File: src/hdl/assert_macros.svh
// ---------------------------------------------------------------------------
// Assertion macros
// Shared concurrent assertion forms. All are clocked on clk and are switched
// off while rst_n is low.
// ---------------------------------------------------------------------------
`ifndef ASSERT_MACROS_SVH
`define ASSERT_MACROS_SVH

// A condition that holds at every clock edge.
`define OHASH_CHECK(name, cond, msg) \
  name: assert property (@(posedge clk) disable iff (!rst_n) (cond)) else $error(msg);

// A condition that holds in the same cycle as its trigger.
`define OHASH_IMPLY(name, trig, cond, msg) \
  name: assert property (@(posedge clk) disable iff (!rst_n) (trig) |-> (cond)) else $error(msg);

// A condition that holds in the cycle after its trigger.
`define OHASH_NEXT(name, trig, cond, msg) \
  name: assert property (@(posedge clk) disable iff (!rst_n) (trig) |=> (cond)) else $error(msg);

`endif

File: src/hdl/ohash_pkg.sv
// ---------------------------------------------------------------------------
// ohash_pkg
// Fixed field widths, request and status codes and the stored entry layout
// of the open-addressing hash table.
// ---------------------------------------------------------------------------
package ohash_pkg;

  localparam int KEY_BITS   = 32;
  localparam int HASH_BITS  = 32;
  localparam int VALUE_BITS = 32;

  // Input tdata: key, key_hash, value from the lowest bit up, padded to bytes.
  localparam int IN_DW = ((KEY_BITS + HASH_BITS + VALUE_BITS + 7) / 8) * 8;

  localparam logic [1:0] REQ_GET = 2'd0;
  localparam logic [1:0] REQ_SET = 2'd1;
  localparam logic [1:0] REQ_DEL = 2'd2;
  localparam logic [1:0] REQ_NOP = 2'd3;

  localparam logic [1:0] ST_OK        = 2'd0;
  localparam logic [1:0] ST_NOT_FOUND = 2'd1;
  localparam logic [1:0] ST_BAD_VALUE = 2'd2;
  localparam logic [1:0] ST_FULL      = 2'd3;

  // Payload of one slot; only meaningful while the slot is marked valid.
  typedef struct packed {
    logic [HASH_BITS-1:0]  hash;
    logic [KEY_BITS-1:0]   key;
    logic [VALUE_BITS-1:0] value;
  } entry_t;

endpackage

File: src/hdl/ohash_ctrl.sv
// ---------------------------------------------------------------------------
// ohash_ctrl
// Probe sequencer: clears the metadata after reset, walks the probe chain one
// slot a cycle and performs the read-modify-write passes of set and remove.
// ---------------------------------------------------------------------------
`include "assert_macros.svh"

module ohash_ctrl
  import ohash_pkg::*;
#(
  parameter int TABLE_SLOTS = 64
) (
  input  logic                   clk,
  input  logic                   rst_n,
  input  logic                   req_valid,
  output logic                   req_ready,
  input  logic [1:0]             req_type,
  input  logic [KEY_BITS-1:0]    req_key,
  input  logic [HASH_BITS-1:0]   req_hash,
  input  logic [VALUE_BITS-1:0]  req_value,
  output logic                   res_valid,
  input  logic                   res_ready,
  output logic [2+VALUE_BITS+$clog2(TABLE_SLOTS)-1:0] res,
  output logic [$clog2(TABLE_SLOTS)*3+$clog2(TABLE_SLOTS)+4+HASH_BITS+KEY_BITS+VALUE_BITS-1:0]
                                 mem_req,
  input  logic [$clog2(TABLE_SLOTS)+2+HASH_BITS+KEY_BITS+VALUE_BITS-1:0] mem_rsp
);

  localparam int SLOT_W = $clog2(TABLE_SLOTS);
  localparam int SKIP_W = SLOT_W + 1;
  localparam int CNT_W  = SLOT_W + 1;

  typedef struct packed {
    logic              valid;
    logic [SKIP_W-1:0] skips;
  } meta_t;

  typedef struct packed {
    logic [SLOT_W-1:0] rd_addr;
    logic              meta_we;
    logic [SLOT_W-1:0] meta_addr;
    meta_t             meta;
    logic              data_we;
    logic [SLOT_W-1:0] data_addr;
    entry_t            data;
  } mem_req_t;

  typedef struct packed {
    meta_t  meta;
    entry_t data;
  } mem_rsp_t;

  typedef struct packed {
    logic [1:0]            status;
    logic [VALUE_BITS-1:0] read_value;
    logic [SLOT_W-1:0]     slot;
  } res_t;

  typedef enum logic [5:0] {
    S_CLEAR = 6'b000001,
    S_IDLE  = 6'b000010,
    S_LOOK  = 6'b000100,
    S_INS   = 6'b001000,
    S_DEL   = 6'b010000,
    S_RESP  = 6'b100000
  } state_t;

  state_t                state_r, state_nxt;
  logic [SLOT_W-1:0]     clr_r, clr_nxt;
  logic [CNT_W-1:0]      cnt_r, cnt_nxt;
  logic [SLOT_W-1:0]     i_r, i_nxt;
  logic [SLOT_W-1:0]     start_r, start_nxt;
  logic [SLOT_W-1:0]     idx_r, idx_nxt;
  logic [1:0]            type_r, type_nxt;
  logic [KEY_BITS-1:0]   key_r, key_nxt;
  logic [HASH_BITS-1:0]  hash_r, hash_nxt;
  logic [VALUE_BITS-1:0] val_r, val_nxt;
  res_t                  res_r, res_nxt;

  mem_req_t          mreq;
  mem_rsp_t          rsp;
  logic [SLOT_W-1:0] step_i;
  logic              hit;

  // Probe step (5*i + 1) mod TABLE_SLOTS; the truncation is the modulo.
  function automatic logic [SLOT_W-1:0] probe_step(input logic [SLOT_W-1:0] i);
    probe_step = (i << 2) + i + SLOT_W'(1);
  endfunction

  assign rsp     = mem_rsp;
  assign mem_req = mreq;
  assign res     = res_r;
  assign step_i  = probe_step(i_r);
  assign hit     = rsp.meta.valid && (rsp.data.hash == hash_r) && (rsp.data.key == key_r);

  assign req_ready = (state_r == S_IDLE);
  assign res_valid = (state_r == S_RESP);

  always_comb begin
    state_nxt = state_r;
    clr_nxt   = clr_r;
    cnt_nxt   = cnt_r;
    i_nxt     = i_r;
    start_nxt = start_r;
    idx_nxt   = idx_r;
    type_nxt  = type_r;
    key_nxt   = key_r;
    hash_nxt  = hash_r;
    val_nxt   = val_r;
    res_nxt   = res_r;

    mreq.rd_addr   = i_r;
    mreq.meta_we   = 1'b0;
    mreq.meta_addr = i_r;
    mreq.meta      = rsp.meta;
    mreq.data_we   = 1'b0;
    mreq.data_addr = i_r;
    mreq.data      = '{hash: hash_r, key: key_r, value: val_r};

    unique case (state_r)
      S_CLEAR: begin
        mreq.meta_we   = 1'b1;
        mreq.meta_addr = clr_r;
        mreq.meta      = '0;
        clr_nxt        = clr_r + SLOT_W'(1);
        if (clr_r == SLOT_W'(TABLE_SLOTS - 1)) begin
          state_nxt = S_IDLE;
        end
      end

      S_IDLE: begin
        mreq.rd_addr = req_hash[SLOT_W-1:0];
        if (req_valid) begin
          type_nxt  = req_type;
          key_nxt   = req_key;
          hash_nxt  = req_hash;
          val_nxt   = req_value;
          start_nxt = req_hash[SLOT_W-1:0];
          i_nxt     = req_hash[SLOT_W-1:0];
          res_nxt   = '{status: ST_OK, read_value: '0, slot: '0};
          unique case (req_type) inside
            REQ_GET, REQ_DEL: begin
              state_nxt = S_LOOK;
            end
            REQ_SET: begin
              if (req_value == '0) begin
                res_nxt.status = ST_BAD_VALUE;
                state_nxt      = S_RESP;
              end else begin
                state_nxt = S_LOOK;
              end
            end
            default: begin
              state_nxt = S_RESP;
            end
          endcase
        end
      end

      S_LOOK: begin
        if (hit) begin
          unique case (type_r)
            REQ_GET: begin
              res_nxt   = '{status: ST_OK, read_value: rsp.data.value, slot: i_r};
              state_nxt = S_RESP;
            end
            REQ_SET: begin
              mreq.data_we = 1'b1;
              res_nxt      = '{status: ST_OK, read_value: '0, slot: i_r};
              state_nxt    = S_RESP;
            end
            REQ_DEL: begin
              idx_nxt      = i_r;
              i_nxt        = start_r;
              mreq.rd_addr = start_r;
              state_nxt    = S_DEL;
            end
            default: begin
              state_nxt = S_RESP;
            end
          endcase
        end else if ((rsp.meta.skips == '0) || (step_i == start_r)) begin
          if (type_r != REQ_SET) begin
            res_nxt   = '{status: ST_NOT_FOUND, read_value: '0, slot: '0};
            state_nxt = S_RESP;
          end else if (cnt_r == CNT_W'(TABLE_SLOTS)) begin
            res_nxt   = '{status: ST_FULL, read_value: '0, slot: '0};
            state_nxt = S_RESP;
          end else begin
            i_nxt        = start_r;
            mreq.rd_addr = start_r;
            state_nxt    = S_INS;
          end
        end else begin
          i_nxt        = step_i;
          mreq.rd_addr = step_i;
        end
      end

      S_INS: begin
        mreq.meta_we = 1'b1;
        if (!rsp.meta.valid) begin
          // First free slot: claim it and keep its own skip count.
          mreq.meta    = '{valid: 1'b1, skips: rsp.meta.skips};
          mreq.data_we = 1'b1;
          cnt_nxt      = cnt_r + CNT_W'(1);
          res_nxt      = '{status: ST_OK, read_value: '0, slot: i_r};
          state_nxt    = S_RESP;
        end else begin
          mreq.meta = '{valid: 1'b1, skips: rsp.meta.skips + SKIP_W'(1)};
          if (step_i == start_r) begin
            res_nxt   = '{status: ST_FULL, read_value: '0, slot: '0};
            state_nxt = S_RESP;
          end else begin
            i_nxt        = step_i;
            mreq.rd_addr = step_i;
          end
        end
      end

      S_DEL: begin
        mreq.meta_we = 1'b1;
        if (i_r == idx_r) begin
          mreq.meta = '{valid: 1'b0, skips: rsp.meta.skips};
          if (cnt_r != '0) begin
            cnt_nxt = cnt_r - CNT_W'(1);
          end
          res_nxt   = '{status: ST_OK, read_value: '0, slot: i_r};
          state_nxt = S_RESP;
        end else begin
          mreq.meta.valid = rsp.meta.valid;
          mreq.meta.skips = (rsp.meta.skips == '0) ? '0 : rsp.meta.skips - SKIP_W'(1);
          i_nxt           = step_i;
          mreq.rd_addr    = step_i;
        end
      end

      S_RESP: begin
        if (res_ready) begin
          state_nxt = S_IDLE;
        end
      end

      default: begin
        state_nxt = S_CLEAR;
      end
    endcase
  end

  always_ff @(posedge clk) begin
    if (!rst_n) begin
      state_r <= S_CLEAR;
      clr_r   <= '0;
      cnt_r   <= '0;
    end else begin
      state_r <= state_nxt;
      clr_r   <= clr_nxt;
      cnt_r   <= cnt_nxt;
    end
  end

  always_ff @(posedge clk) begin
    i_r     <= i_nxt;
    start_r <= start_nxt;
    idx_r   <= idx_nxt;
    type_r  <= type_nxt;
    key_r   <= key_nxt;
    hash_r  <= hash_nxt;
    val_r   <= val_nxt;
    res_r   <= res_nxt;
  end

  `OHASH_CHECK(a_count_range, cnt_r <= CNT_W'(TABLE_SLOTS), "entry count beyond table size")
  `OHASH_IMPLY(a_skip_headroom, (state_r == S_INS) && rsp.meta.valid, rsp.meta.skips != '1, "skip count about to wrap")
  `OHASH_IMPLY(a_remove_path_skips, (state_r == S_DEL) && (i_r != idx_r), rsp.meta.skips != '0, "remove path slot without a skip")
  `OHASH_NEXT(a_insert_counts, (state_r == S_INS) && !rsp.meta.valid, (state_r == S_RESP) && (cnt_r == $past(cnt_r) + CNT_W'(1)), "insert did not count the entry")

endmodule

File: config.mk
export PLATFORM = sky130hd
export DESIGN_NAME = ohash_ctrl
export DESIGN_NICKNAME = d
export VERILOG_FILES = /design/src/hdl/ohash_pkg.sv /design/src/hdl/ohash_ctrl.sv
export VERILOG_INCLUDE_DIRS = /design/src /design/src/hdl
export SDC_FILE = /design/constraint.sdc
export NUM_CORES = 1
export LEC_CHECK = 0
export BUFFER_PORTS_ARGS = -buffer_cell sky130_fd_sc_hd__buf_2
export CAP_MARGIN = 25
export CELL_PAD_IN_SITES_DETAIL_PLACEMENT = 1
export CELL_PAD_IN_SITES_GLOBAL_PLACEMENT = 2
export CORE_MARGIN = 10
export CORE_UTILIZATION = 26
export CTS_CLUSTER_SIZE = 14
export DETAILED_ROUTE_END_ITERATION = 8
export PLACE_DENSITY = 0.72
export SLEW_MARGIN = 20
export SYNTH_ARGS = -nofsm -noshare
export SYNTH_HDL_FRONTEND = slang
export SYNTH_SLANG_ARGS = --single-unit
File: constraint.sdc
create_clock -name clk -period 3.8 [get_ports clk]
set_input_delay 0.57 -clock clk [delete_from_list [all_inputs] [get_ports clk]]
set_output_delay 0.57 -clock clk [all_outputs]
set_load 0.1 [all_outputs]
==> results of run 1 <==
==> metrics by stage <==
step | util (%) | area (sq um)
after floorplan | - | 8238
after global placement | 36.07 | 11090
after detailed placement | 36.07 | 11090
after CTS | 38.78 | 11930
after global routing | 39.47 | 12140
final | 39.49 | 12140
==> power by group <==
group / leakage, nW / switching (W) / internal (W)
logic: 3.24 / 0.000348 / 0.000186
registers: 1.59 / 0.0000141 / 0.00202
clock network: 0.259 / 0.000783 / 0.000907
total: 5.09 / 0.00115 / 0.00311
==> state kept, by name, summed over array words and instances, names as in the netlist <==
name     cells
clr_r        6
cnt_r        7
hash_r      27
i_r          6
idx_r        6
key_r       32
res         40
start_r      5
state_r      6
type_r       2
val_r       32
==> Yosys cell counts, drive strengths merged (4+ instances only) <==
library cell  instances  share of area [%]
clkbuf                4               0.20
nor2                 29                1.4
a31oi                 4               0.38
nand2                37                1.7
nand4                29                2.4
nand3b                6               0.55
o2111ai               4               0.43
nor3                 12               0.86
a21oi                13               0.80
mux2i                 4               0.49
or4                   4               0.41
a22oi                11                1.0
buf                   4               0.32
a21o                  6               0.55
and2                 43                3.3
nor3b                 5               0.86
xnor2                47                5.1
nor2b                18                1.4
nand3                19                1.2
dfxtp                19                4.7
xor2                 31                3.3
ha                   12                1.8
o21ai                23                1.4
nand2b               26                2.0
nor4                 19                1.5
inv                  22                1.0
o211ai                7               0.64
edfxtp              150                 55
==> kinds of logic after synthesis <==
family	after synthesis	share of synthesized area [%]
compound gates	97	8.750
xor+xnor	78	8.382
fa+ha+maj	13	2.088
buf+inv	30	1.535
flops	169	59.93
mux	4	0.4913
simple gates	258	18.82
==> worst max-delay path, stage by stage (launching register included) <==
cell	delay (ns)
sky130_fd_sc_hd__edfxtp_1	0.48
sky130_fd_sc_hd__ha_4	0.32
sky130_fd_sc_hd__a21o_1	0.20
sky130_fd_sc_hd__a21oi_2	0.21
sky130_fd_sc_hd__xnor2_2	0.11
sky130_fd_sc_hd__nor4b_4	0.14
sky130_fd_sc_hd__buf_4	0.16
sky130_fd_sc_hd__buf_6	0.13
sky130_fd_sc_hd__or2_4	0.23
sky130_fd_sc_hd__a41o_1	0.20
sky130_fd_sc_hd__a21oi_2	0.14
sky130_fd_sc_hd__nand4_1	0.28
sky130_fd_sc_hd__buf_12	0.28
==> worst max path at each step <==
stage | cells after the start | startpoint | end | slack [ns]
6_report | 12 | i_r[0] | mem_req[118] | -0.08
3_3_place_gp | 10 | mem_rsp[53] | mem_req[118] | 0.02
4_1_cts | 12 | i_r[0] | mem_req[118] | -0.09
3_5_place_dp | 12 | mem_rsp[53] | mem_req[122] | 0.03
2_1_floorplan | 9 | i_r[1] | mem_req[119] | -0.99
5_1_grt | 13 | i_r[2] | mem_req[118] | -0.21
==> layout make-up <==
| cell class | count | area share (%) |
|---|---|---|
| diodes | 7 | 0.1443 |
| clock buffers | 19 | 3.565 |
| clock inverters | 13 | 0.9892 |
| inverters | 22 | 0.6801 |
| multi-input cells | 450 | 28.17 |
| flip-flops and latches | 169 | 40.23 |
| well taps | 396 | 4.080 |
| repair buffers | 449 | 22.14 |
==> repair_timing <==
action / in CTS / in global routing
setup buffers: 21 / 12
setup endpoints to repair: 6 / 7
endpoints found under the hold margin: 0 / 0
pin swaps: 17 / 16
resized for setup: 24 / 22
==> layer usage <==
metal / GRT usage, % / share of wire (%) / vias to the layer above
met5: 0 / 0.14 / -
met4: 4.215 / 1.3 / 6
met3: 5.451 / 6.8 / 33
met2: 28.90 / 50 / 241
met1: 19.68 / 41 / 3514
li1: - / - / 3375
==> results.sh, run 1 <==
export IMPL_place_ws_ns=0.03402
export IMPL_r2r_setup_slack_ns=0.37
export IMPL_status="finished with violations"
export IMPL_core_rowCount=64
export IMPL_ir_drop_uv=316.8
export IMPL_finalHoldViolCount=0
export IMPL_cts_tree="done"
export IMPL_worst_hold_path_type="in -> reg"
export IMPL_drv_cap=0
export IMPL_post_route_drc_violation_count=0
export IMPL_timing_max_slew_rel_slack_pct=58.11
export IMPL_dpl_hpwl_microns=26710
export IMPL_timing_final_crit_period_ns=3.882
export IMPL_die_h_microns=197.1
export IMPL_grt_use_total_pct=16.75
export IMPL_period_share_pct=102.2
export IMPL_initial_drc_count=398
export IMPL_floorplan_die_area_sq_um=38830
export IMPL_worst_slew_pin_slew_ns=0.6261
export IMPL_grt_max_degree=42
export IMPL_ys_warn_count=0
export IMPL_violations="negative setup slack"
export IMPL_floorplan_initialDensity_pct=26.51
export IMPL_clock_sinks=169
export IMPL_post_layout_nonfiller_instances=1525
export IMPL_cts_hold_buffers_added=0
export IMPL_drive_gt1_share_pct=47.86
export IMPL_cp_data_required_time_ns=3.23
export IMPL_number_of_cells_traversed_by_the_worst_register_to_register_path=18
export IMPL_final_common_cell="sky130_fd_sc_hd__buf_2"
export IMPL_r2r_start="i_r[0]"
export IMPL_grt_first_pass_wirelength_microns=49170
export IMPL_cts_root_buffer_cell="sky130_fd_sc_hd__clkbuf_16"
export IMPL_holdWs_ns=0.3016
export IMPL_timing_final_setup_violations=5
export IMPL_ys_seq_area_share_pct=59.93
export IMPL_synth_cell_types=66
export IMPL_synth_edf_count=150
export IMPL_place_inst=1453
export IMPL_critical_path_startpoint_type="flop"
export IMPL_core_area_sq_um=30750
export IMPL_max_freq_ghz=0.2576
export IMPL_fill_cells=3472
export IMPL_total_area_of_multi_input_combinational_cells_sq_um=3421
export IMPL_synth_flop_cell="sky130_fd_sc_hd__edfxtp_1"
export IMPL_cts_made_buffers=17
export IMPL_final_max_slew_violation_count=0
export IMPL_cellLeakagePower_nw=5.094
export IMPL_grt_pass1_vias=7803
export IMPL_layout_area_seq_sq_um=4885
export IMPL_number_of_antenna_violations_at_the_first_check_in_global_routing=8
export IMPL_area_growth_synth_to_finish_pct=48.99
export IMPL_most_common_layout_cells="sky130_fd_sc_hd__buf_2 (358), sky130_fd_sc_hd__edfxtp_1 (150), sky130_fd_sc_hd__buf_4 (73)"
export IMPL_via_count=7169
export IMPL_critical_path_endpoint_type="output pin"
export IMPL_post_synth_cell_area_avg_sq_um=12.56
export IMPL_first_pass_iters=4
export IMPL_chipWidth_microns=197.1
export IMPL_power_total_w=0.004260
export IMPL_synth_async_reset_ratio_pct=0
export IMPL_boundaryPins=372
export IMPL_mappedNetlistArea_sq_um=8150
export IMPL_clock_path_buffers=2
export IMPL_layout_nets=1328
export IMPL_cellPowerDensity_nw_per_um2=350.8
export IMPL_critPathKind="reg -> out"
export IMPL_final_antenna_net_count=0
export IMPL_netlist_instances=649
export IMPL_buffer_ports_inserted=371
export IMPL_placer_s_final_routability_congestion_estimate=0.8475
export IMPL_worst_clock_skew_ns=0.01447
export IMPL_clk_insertion_delay_late_ns=0.44
export IMPL_clk_pin_slew_worst_paths_ns=0.07
export IMPL_cp_data_arrival_time_ns=3.31
export IMPL_yosys_register_bits=169
export IMPL_overflow=0
export IMPL_synth_net_count=868
export IMPL_worst_hold_path_endpoint="key_r[3]"
export IMPL_cp_max_fo=4
export IMPL_vias_per_cell=4.701
export IMPL_timing_final_ws_setup_ns=-0.08194
export IMPL_wl_microns=33170
export IMPL_reg2reg_to="i_r[0]"
export IMPL_hold_path_depth=1
export IMPL_totalNegativeSetupSlack_ns=-0.1757
export IMPL_unrepaired_setup_endpoints_after_global_routing="yes"
export IMPL_hp_start="req_key[3]"
export IMPL_clock_tree_htree_level_count=4
export IMPL_routed_wire_length_per_instance_microns=21.75
Note: power is estimated with default switching activity, not from simulation.
==> run 2: changes to the inputs <==
ABC_AREA = 1   (was default)
CORE_UTILIZATION = 25   (was 26)
PLACE_DENSITY = 0.73   (was 0.72)
==> run 2 against run 1 <==
Compared with the run above:
- the run now ends clean
- first-iteration DRC count is 24% higher
- sequential power barely moved
- cell count rose by 38%
- flip-flop and latch count did not move
- total power up 4.4%
- combinational power increased by 7.3%
- worst hold slack got worse by 0.022 ns
- clock power is 9% higher
- clock-buffer cell count fell by 1
- via count rose by 34%
- non-clock buffer count down 48
- critical path type unchanged
==> results.sh, run 2 <==
export IMPL_clk_pin_slew_worst_paths_ns=0.08
export IMPL_synth_async_reset_ratio_pct=0
export IMPL_via_count=9623
export IMPL_routed_wire_length_per_instance_microns=20.31
export IMPL_mappedNetlistArea_sq_um=9738
export IMPL_worstPathBufferInverterCount=3
export IMPL_synth_most_common_cell="sky130_fd_sc_hd__nand2_1"
export IMPL_largest_reg_flops=40
export IMPL_clock_sinks=169
export IMPL_cts_made_buffers=17
export IMPL_synth_cell_types=51
export IMPL_ys_warn_count=0
export IMPL_boundaryPins=372
export IMPL_status="complete, no violations"
export IMPL_floorplan_initialDensity_pct=25.26
export IMPL_ys_seq_area_share_pct=50.16
export IMPL_post_synth_cell_area_avg_sq_um=8.366
export IMPL_totalNegativeSetupSlack_ns=0
export IMPL_area_growth_synth_to_finish_pct=36.64
export IMPL_cpPeakStageDelay_ns=0.45
export IMPL_crit_slowest_cell="sky130_fd_sc_hd__edfxtp_1"
export IMPL_worst_path_dominant_cell_family="simple AND/OR/NAND/NOR gates"
export IMPL_cts_tree="done"
export IMPL_cellPowerDensity_nw_per_um2=334.1
export IMPL_max_freq_ghz=0.2760
export IMPL_cts_hold_buffers_added=0
export IMPL_drv_cap=0
export IMPL_netlist_top_cell_by_area="sky130_fd_sc_hd__edfxtp_1"
export IMPL_final_common_cell="sky130_fd_sc_hd__buf_2"
export IMPL_cp_data_arrival_time_ns=3.05
export IMPL_crit_top_cell="sky130_fd_sc_hd__nand2_1"
export IMPL_clock_path_buffers=2
export IMPL_worst_clock_skew_ns=0.01630
export IMPL_period_share_pct=95.34
export IMPL_number_of_antenna_violations_at_the_first_check_in_global_routing=5
export IMPL_synth_common_cells="sky130_fd_sc_hd__nand2_1 (293), sky130_fd_sc_hd__edfxtp_1 (150), sky130_fd_sc_hd__inv_1 (150), sky130_fd_sc_hd__nor2_1 (138), sky130_fd_sc_hd__nand3_1 (85)"
export IMPL_post_layout_nonfiller_instances=2100
export IMPL_buffer_ports_inserted=371
export IMPL_placer_s_final_routability_congestion_estimate=0.8409
export IMPL_yosys_register_bits=169
export IMPL_grt_max_degree=50
export IMPL_worst_slew_pin_slew_ns=0.8435
export IMPL_synth_top_cell_area_share_pct=46.25
export IMPL_clock_tree_htree_level_count=4
export IMPL_timing_final_ws_setup_ns=0.1772
export IMPL_first_pass_iters=5
export IMPL_most_common_layout_cells="sky130_fd_sc_hd__buf_2 (362), sky130_fd_sc_hd__nand2_1 (292), sky130_fd_sc_hd__edfxtp_1 (150)"
export IMPL_cp_data_required_time_ns=3.23
export IMPL_holdWs_ns=0.2794
export IMPL_die_h_microns=217.4
export IMPL_floorplan_die_area_sq_um=47250
export IMPL_core_area_sq_um=38560
export IMPL_synth_net_count=1383
export IMPL_vias_per_cell=4.582
export IMPL_cellLeakagePower_nw=6.007
export IMPL_place_ws_ns=0.4725
export IMPL_final_antenna_net_count=0
export IMPL_final_max_slew_violation_count=0
export IMPL_post_route_drc_violation_count=0
export IMPL_grt_first_pass_wirelength_microns=63840
export IMPL_critical_path_startpoint_type="flop"
export IMPL_netlist_instances=1164
export IMPL_ir_drop_uv=316.4
export IMPL_critical_path_endpoint_type="output pin"
export IMPL_cp_max_fo=8
export IMPL_grt_pass1_vias=10180
export IMPL_timing_final_crit_period_ns=3.623
export IMPL_core_rowCount=72
export IMPL_wl_microns=42650
export IMPL_drive_gt1_share_pct=33.76
export IMPL_initial_drc_count=492
export IMPL_synth_flop_cell="sky130_fd_sc_hd__edfxtp_1"
export IMPL_clk_insertion_delay_late_ns=0.46
export IMPL_worst_hold_path_type="in -> reg"
export IMPL_layout_nets=1785
export IMPL_place_inst=2054
export IMPL_critPathKind="reg -> out"
export IMPL_cts_root_buffer_cell="sky130_fd_sc_hd__clkbuf_16"
export IMPL_critical_path_cell_chain="buf_4 > ha_4 > nand2_1 > inv_1 > nand2_1 > nand2_1 > nand2_1 > nand3_1 > nand2_2 > a21oi_4 > nor2_1 > o21ai_1 > nand3_1 > nand3_2 > buf_12"
export IMPL_fill_cells=4727
export IMPL_dpl_hpwl_microns=35210
export IMPL_post_synth_main_area_contributors="sky130_fd_sc_hd__edfxtp_1 (46%), sky130_fd_sc_hd__nand2_1 (11%), sky130_fd_sc_hd__inv_1 (5.8%), sky130_fd_sc_hd__nor2_1 (5.3%), sky130_fd_sc_hd__nand3_1 (4.4%)"
export IMPL_chipWidth_microns=217.4
export IMPL_timing_final_setup_violations=0
export IMPL_overflow=0
export IMPL_synth_edf_count=150
export IMPL_finalHoldViolCount=0
export IMPL_timing_max_slew_rel_slack_pct=43.56
export IMPL_grt_use_total_pct=17.84
run 2: changes by cell type after synthesis, moves of 22 or more:
cell and change:
sky130_fd_sc_hd__nand2_1 +257, sky130_fd_sc_hd__inv_1 +129, sky130_fd_sc_hd__nor2_1 +110, sky130_fd_sc_hd__nand3_1 +66
sky130_fd_sc_hd__and2_1 -42, sky130_fd_sc_hd__nor3b_1 +34, sky130_fd_sc_hd__xnor2_1 -34, sky130_fd_sc_hd__nand2b_1 -26
sky130_fd_sc_hd__o21ai_0 +22
run 2: cells by family after synthesis:
kind of cell | after synthesis | synth area share [%]
simple gates | 662 | 32.24
buf+inv | 192 | 7.658
flops | 169 | 50.16
compound gates | 105 | 6.129
xor+xnor | 23 | 2.069
fa+ha+maj | 13 | 1.747
run 2: layout make-up:
type                    instances  area, sq um  area share, %
flip-flops and latches        169         4890          36.75
multi-input cells             803         4274          32.12
repair buffers                401         2221          16.69
inverters                     174        664.4          4.993
well taps                     518        648.1          4.871
clock buffers                  18        429.2          3.225
clock inverters                14        172.7          1.298
diodes                          3        7.507        0.05642
run 2: path summary, 6_finish.rpt:
path	slack, ns	from	cells past startpoint	endpoint
max	0.18	i_r[1]	15	mem_req[119]
min	0.28	req_hash[19]	1	hash_r[19]
min reg2reg	0.50	cnt_r[6]	2	cnt_r[6]
max reg2reg	0.84	i_r[2]	15	res[0]
run 2: timing repair:
action	CTS	global route
setup buffers	6	5
gates resized for setup	0	22
pin swaps	0	7
endpoints found under the setup margin	5	9
run 2: metal layers:
layer / vias up / GRT usage [%] / wire, microns
li1: 4671 / - / -
met1: 4635 / 22.80 / 19280
met2: 291 / 29.24 / 20150
met3: 24 / 5.257 / 2834
met4: 2 / 3.799 / 375
met5: - / 0 / 7
run 2: report_power, final:
group / switching [W] / internal [W]
clock: 0.000806 / 0.00104
sequential: 0.0000103 / 0.00202
combinational: 0.000395 / 0.000178
run 2: through the flow:
step	utilization (%)	power (W)	area (sq um)
6_report	34.51	0.004446	13310
5_1_grt	34.50	0.004633	13300
3_3_place_gp	32.43	0.002636	12500
3_5_place_dp	32.43	0.002645	12500
2_1_floorplan	-	0.002428	9811
4_1_cts	34.11	0.004531	13150
